[src/rtl/trm_pkg.sv]
package trm_pkg;
	localparam int HIST_DEPTH = 64;
	localparam int HIST_AW = $clog2(HIST_DEPTH);
	localparam int WIN_W = 7;
	localparam logic [31:0] IMPLAUSIBLE_DELTA = 32'hC000_0000;
	localparam logic [31:0] SAT32 = 32'hFFFF_FFFF;
	localparam logic [1:0] REG_AVG_WIN = 2'd0;
	localparam logic [1:0] REG_PEAK_WIN = 2'd1;
	localparam logic [1:0] REG_PEAK_KIND = 2'd2;
	localparam logic ACT_SAMPLE = 1'b0;
	localparam logic ACT_CLEAR = 1'b1;

	// start/status between sequencer and divider
	typedef struct packed {
		logic start;
		logic [63:0] bytes;
		logic [31:0] ms;
	} div_req_t;

	typedef struct packed {
		logic done;
		logic [31:0] rate;
	} div_rsp_t;
endpackage

[src/rtl/trm_div.sv]
// Serial rate unit: round(bytes*1000/ms) half up, saturated, 0 when ms is 0.
// Computes floor((2000*bytes + ms) / (2*ms)) by restoring division, one bit a cycle.
module trm_div import trm_pkg::*; (
	input  logic     clk,
	input  logic     arst_n,
	input  div_req_t req,
	output div_rsp_t rsp
);
	localparam int NW = 76;

	logic [NW-1:0] num_q;
	logic [NW-1:0] quo_q;
	logic [33:0]   den_q;
	logic [34:0]   rem_q;
	logic [6:0]    cnt_q;
	logic          busy_q;
	logic          done_q;
	logic          zero_q;
	logic [34:0]   trial;
	logic [35:0]   diff;
	logic [NW-1:0] quo_nx;
	logic [NW-1:0] num_x;

	// 2000*bytes = bytes*2048 - bytes*32 - bytes*16
	assign num_x = ({12'd0, req.bytes} << 11) - ({12'd0, req.bytes} << 5)
		- ({12'd0, req.bytes} << 4) + {44'd0, req.ms};
	assign trial = {rem_q[33:0], num_q[NW-1]};
	assign diff = {1'b0, trial} - {2'b00, den_q};
	assign quo_nx = {quo_q[NW-2:0], ~diff[35]};

	// shift-subtract loop
	always_ff @(posedge clk or negedge arst_n) begin
		if (!arst_n) begin
			busy_q <= 1'b0;
			done_q <= 1'b0;
			cnt_q <= '0;
		end else begin
			done_q <= 1'b0;
			if (req.start) begin
				busy_q <= (req.ms != '0);
				done_q <= (req.ms == '0);
				cnt_q <= 7'(NW);
			end else if (busy_q) begin
				cnt_q <= cnt_q - 7'd1;
				if (cnt_q == 7'd1) begin
					busy_q <= 1'b0;
					done_q <= 1'b1;
				end
			end
		end
	end

	always_ff @(posedge clk) begin
		if (req.start) begin
			num_q <= num_x;
			den_q <= {1'b0, req.ms, 1'b0};
			rem_q <= '0;
			quo_q <= '0;
			zero_q <= (req.ms == '0);
		end else if (busy_q) begin
			num_q <= {num_q[NW-2:0], 1'b0};
			rem_q <= diff[35] ? trial : diff[34:0];
			quo_q <= quo_nx;
		end
	end

	assign rsp.done = done_q;
	assign rsp.rate = zero_q ? '0 : ((|quo_q[NW-1:32]) ? SAT32 : quo_q[31:0]);
endmodule

[config.mk]
export PLATFORM = sky130hd
export DESIGN_NAME = trm_div
export DESIGN_NICKNAME = d
export VERILOG_FILES = /design/src/rtl/trm_pkg.sv /design/src/rtl/trm_div.sv
export SDC_FILE = /design/constraint.sdc
export NUM_CORES = 1
export LEC_CHECK = 0
export BUFFER_PORTS_ARGS = -buffer_cell sky130_fd_sc_hd__buf_4
export CORE_MARGIN = 4
export CORE_UTILIZATION = 25
export DETAILED_ROUTE_END_ITERATION = 8
export PLACE_DENSITY = 0.36
export RECOVER_POWER = 50
export SLEW_MARGIN = 40
export SYNTH_ARGS = -nofsm -noshare
export SYNTH_HDL_FRONTEND = slang
export SYNTH_SLANG_ARGS = --single-unit
[constraint.sdc]
create_clock -name clk -period 3.6 [get_ports clk]
set_input_delay 0.18 -clock clk [delete_from_list [all_inputs] [get_ports clk]]
set_output_delay 0.18 -clock clk [all_outputs]
set_load 0.05 [all_outputs]
# Word-level counts from Yosys, hierarchy flattened
# Cells that the tools add are included.
# op_classes
n_mul	0
reduce_logical	4
bitwise	1
magnitude_cmp	0
shifts	0
n_addsub	5
div	0
n_eq_ne	1
n_mux	13
# ops
cell	count
two-way mux 76 bit	2
adder 76 x 32 -> 76 bit	1
subtractor 75 x 69 -> 76 bit	1
subtractor 76 x 68 -> 76 bit	1
two-way mux 32 bit	2
OR reduction 44 bit	1
subtractor 35 x 33 -> 36 bit	1
two-way mux 34 bit	1
zero test 32 bit	1
nonzero test 32 bit	1
two-way mux 7 bit	2
== test 7 x 1 -> 1 bit (second input constant)	1
subtractor 7 x 1 -> 7 bit (second input constant)	1
two-way mux 1 bit	6
nonzero test 2 bit	1
NOT 1 bit	1
# totals
wordCells	32
in_bits	99
latch_bits	0
memories	0
mem_bits_rw	0
out_inout_bits	33
ff_bits	228
romBits	0

# Depth between registers and ports, before layout
# depth
word_depth	4
ltp_mapped	16
ltp_nobuf	15

# Worst setup path before layout
# No wires, ideal clock.
# synth_timing
kind	input to register
from	input port req[12] (netlist bit)
to	register num_q[67], data pin
arrival_ps	3603
stages	15
path_slack_ps	-262
required_ps	3340
path_buffers	1
setup_time_ps	260
cell_sequence	inv_1 -> fa_1 -> fa_1 -> inv_1 -> ha_1 -> clkbuf_1 -> nand4_1 -> a211oi_1 -> a21oi_1 -> o211a_1 -> o22ai_1 -> a21oi_1 -> o31a_1 -> xnor2_1 -> mux2_2
# synth_via
elab_chain_cells	2
# synth_lines
item	line_no	source
start: declaration	trm_div.sv:6	input div_req_t req,
adder 76 x 32 -> 76 bit	trm_div.sv:26	- ({12'd0, req.bytes} << 4) + {44'd0, req.ms};
two-way mux 76 bit	trm_div.sv:54	if (req.start) begin
end signal: assignment	trm_div.sv:55	num_q <= num_x;
end signal: assignment	trm_div.sv:61	num_q <= {num_q[NW-2:0], 1'b0};
end: declaration	trm_div.sv:11	logic [NW-1:0] num_q;
# Every way passes these cells.
# A chain may end at the register's enable or synchronous reset.

# Worst setup path in the final report
# layout_timing
from	input port req[16] (netlist bit)
to	register num_q[47], data pin
# Same word-level chain as after synthesis.

==> results.yml <==
place:
  place_area_um2: 22400
  place_hpwl_mm: 41.2
  gp_congestion: 0.795
  dp_slack_ps: -877
  port-buffer-count: 131
cts:
  clock_sinks: 228
  cts_tree: "done"
  cts-root-buf: "clkbuf_16"
  cts_buffers: 28
  clkTransAtPathRegs_ps: 60
  worstSkewPairLatency_ps: 580
  htreeDepth: 1
  clk_path_buf_depth: 3
logic_synthesis:
  synth_ff_type: "dfxtp_1"
  synth_fa_ha_area_share_pct: 20.3
  yosysWarnings: 0
  syn_inst: 1965
  synth_compound_area_share_pct: 16.2
  synthMuxAreaShare_pct: 8.71
  synth_area_um2: 18100
  synth_seq_area_share_pct: 31.6
  synth_top_family_by_area: "adder cells"
  synth_nets: 2306
  synthDistinctLibCells: 75
  synthXorXnorAreaFrac_pct: 4.61
  async_flop_share_pct: 3.95
  synth_seq_cells: 228
  yosys.area_share.simple_pct: 11.4
  synth_edf_count: 109
  avgSynthCellArea_um2: 9.19
timing:
  rsz0062_at_grt: "no"
  report.final.slew_viol_count: 223
  setup_viol: 0
  hold-worst-slack_ps: 96.2
  hold_viol_final: 0
  skew_ps: 26.6
  fin_crit_sh_pct: 96.1
  slew_headroom_pct: -24.7
  min_period_ps: 3460
  tightest_slew_ps: 1870
  max_freq_mhz: 289
  setup_ws_ps: 141
worst_setup_path:
  rrSetupSlack_ps: 320
  rr_worst_depth: 12
  endpoint: "num_q[47]"
  end_kind: "flop"
  path_cells: "buf_4 > inv_1 > fa_1 > fa_1 > inv_1 > ha_1 > a21oi_1 > o21bai_1 > a21o_1 > a2111oi_4 > o21ai_2 > a31o_2 > nor2b_1 > a21boi_1 > xnor2_1 > mux2_2"
  crit_fanout: 4
  crit_path_start: "req[16]"
  reg2reg_from: "den_q[2]"
  cp.arrival_ps: 3760
  critPathLaunchType: "input port"
  required_ps: 3900
  reg2reg_to: "rem_q[32]"
  slowest_delay_ps: 520
  crit_type: "in2reg"
  slowest_stage: "fa_1"
floorplanning:
  fp.dieArea_um2: 76600
  die_y_um: 277
  coreArea_um2: 71500
  initial_core_util_pct: 25.3
  rows: 98
  die_x_um: 277
  io_pins: 132
pwr:
  powerDensity_nw_per_um2: 556
  ir_worst_vdd_mv: 0.348
  leakagePower_nw: 10.8
  power_mw: 13.2
min_path:
  holdCritStartpoint: "req[95]"
  hold_class: "in2reg"
run_status:
  failed_checks: "max-capacitance violations, max-slew violations"
  status: "complete, but fails checks"
final_layout:
  final_common_cell: "buf_4"
  drive_above_1_share_pct: 23.8
  mostFrequentLayoutCells: "buf_4 (387), inv_1 (261), nor2_1 (185)"
  post-route-util_pct: 33.2
  area_growth_pct: 31.3
  fill_cells: 7555
  n_antenna_cell: 0
  finalNetCount: 2717
  final_area_um2: 23700
grt:
  grt_max_degree: 101
  gr-total-overflow: 0
  antenna_found_initial: 0
  grt_pass1_wl_mm: 84.9
  grt_pass1_vias: 15900
  track_usage_pct: 13.3
route:
  wl_mm: 51.3
  drcViolationCount: 0
  wl_per_cell_um: 15.3
  ant_nets: 0
  vias: 15100
  initialDrtViolationCount: 686
  via_per_inst: 4.50
  first_pass_iters: 4
run:
  max-cap-violations: 4
==> per-layer routing <==
metal / routed length, um / share of wire (%) / global-route usage [%]
met5: 0 / 0 / 0
met1: 25200 / 49 / 18.5
met4: 711 / 1.4 / 2.36
met3: 1280 / 2.5 / 1.61
met2: 24100 / 47 / 22.3
==> cells by family (layout without fill, tap and decap cells) <==
group / Yosys count / in the layout
DFF: 228 / 228
buffers and inverters: 343 / 774
AOI/OAI and AO/OA: 451 / 451
and+or+nand+nor: 457 / 457
muxes: 149 / 149
xor gates and xnor gates: 95 / 95
adders and majority gates: 242 / 242
==> timing repair <==
| action | 4_1_cts | 5_1_grt |
|---|---|---|
| setup buffers | 0 | 1 |
| setup endpoints to repair | 3 | 34 |
| hold buffers | 34 | 0 |
| resized for setup | 5 | 25 |
| endpoints found under the hold margin | 44 | 0 |
| pin swaps | 1 | 13 |
==> worst min-delay path by stage <==
stage / to / cells after the start / slack (ps)
5_1_grt: num_q[75] / 3 / 80
3_3_place_gp: done_q / 1 / 10
2_1_floorplan: busy_q / 0 / -120
3_5_place_dp: done_q / 1 / 20
4_1_cts: num_q[75] / 3 / 80
6_report: num_q[75] / 3 / 100
==> cell usage after synthesis, drive strengths merged, types with 29 or more instances <==
| master | n | area, um^2 |
|---|---|---|
| mux2i | 84 | 841 |
| dfxtp | 110 | 2200 |
| clkbuf | 70 | 263 |
| nand4 | 31 | 194 |
| ha | 157 | 1960 |
| a211oi | 29 | 218 |
| o21ai | 84 | 424 |
| nor2 | 187 | 704 |
| a21oi | 169 | 857 |
| xor2 | 36 | 315 |
| inv | 261 | 980 |
| nand2 | 108 | 405 |
| edfxtp | 109 | 3270 |
| mux2 | 65 | 732 |
| nand3 | 33 | 165 |
| fa | 85 | 1700 |
| xnor2 | 59 | 517 |
| a21o | 32 | 248 |
==> through the flow <==
stage,cells,setup TNS (ps)
floorplan,1965,-148
global placement,3260,-20470
detailed placement,3261,-20780
CTS,3345,0
global route,3346,0
finish,3346,0
==> power by group <==
part | internal [mW] | total, mW | switching (mW)
Sequential | 3.42 | 3.63 | 0.215
Combinational | 3.28 | 6.71 | 3.43
Clock | 1.72 | 2.85 | 1.14
Total | 8.42 | 13.2 | 4.78
==> worst max-delay path: cells and delay by family <==
| kind | cells | cell delay, ps |
|---|---|---|
| AO/OA/AOI/OAI | 7 | 1520 |
| adder cells (fa/ha/maj) | 3 | 1350 |
| multiplexers | 1 | 260 |
| buffers and inverters | 3 | 180 |
| AND/OR/NAND/NOR | 1 | 160 |
| XOR/XNOR | 1 | 100 |
==> cell type report <==
cell class / instances / area (um^2) / share of cell area, %
Multi-Input combinational cell: 1394 / 11400 / 48.2
Sequential cell: 228 / 5700 / 24.0
Timing Repair Buffer: 462 / 3470 / 14.6
Tap cell: 950 / 1190 / 5.01
Inverter: 262 / 983 / 4.15
Clock buffer: 44 / 863 / 3.64
Clock inverter: 6 / 85.1 / 0.359
==> sequential cells by signal, indices dropped and copies added, names as in the netlist <==
name and cells:
num_q 76, quo_q 76, rem_q 34, den_q 32, cnt_q 7, busy_q 1, done_q 1, zero_q 1
Note: power is estimated with default switching activity, not from simulation.
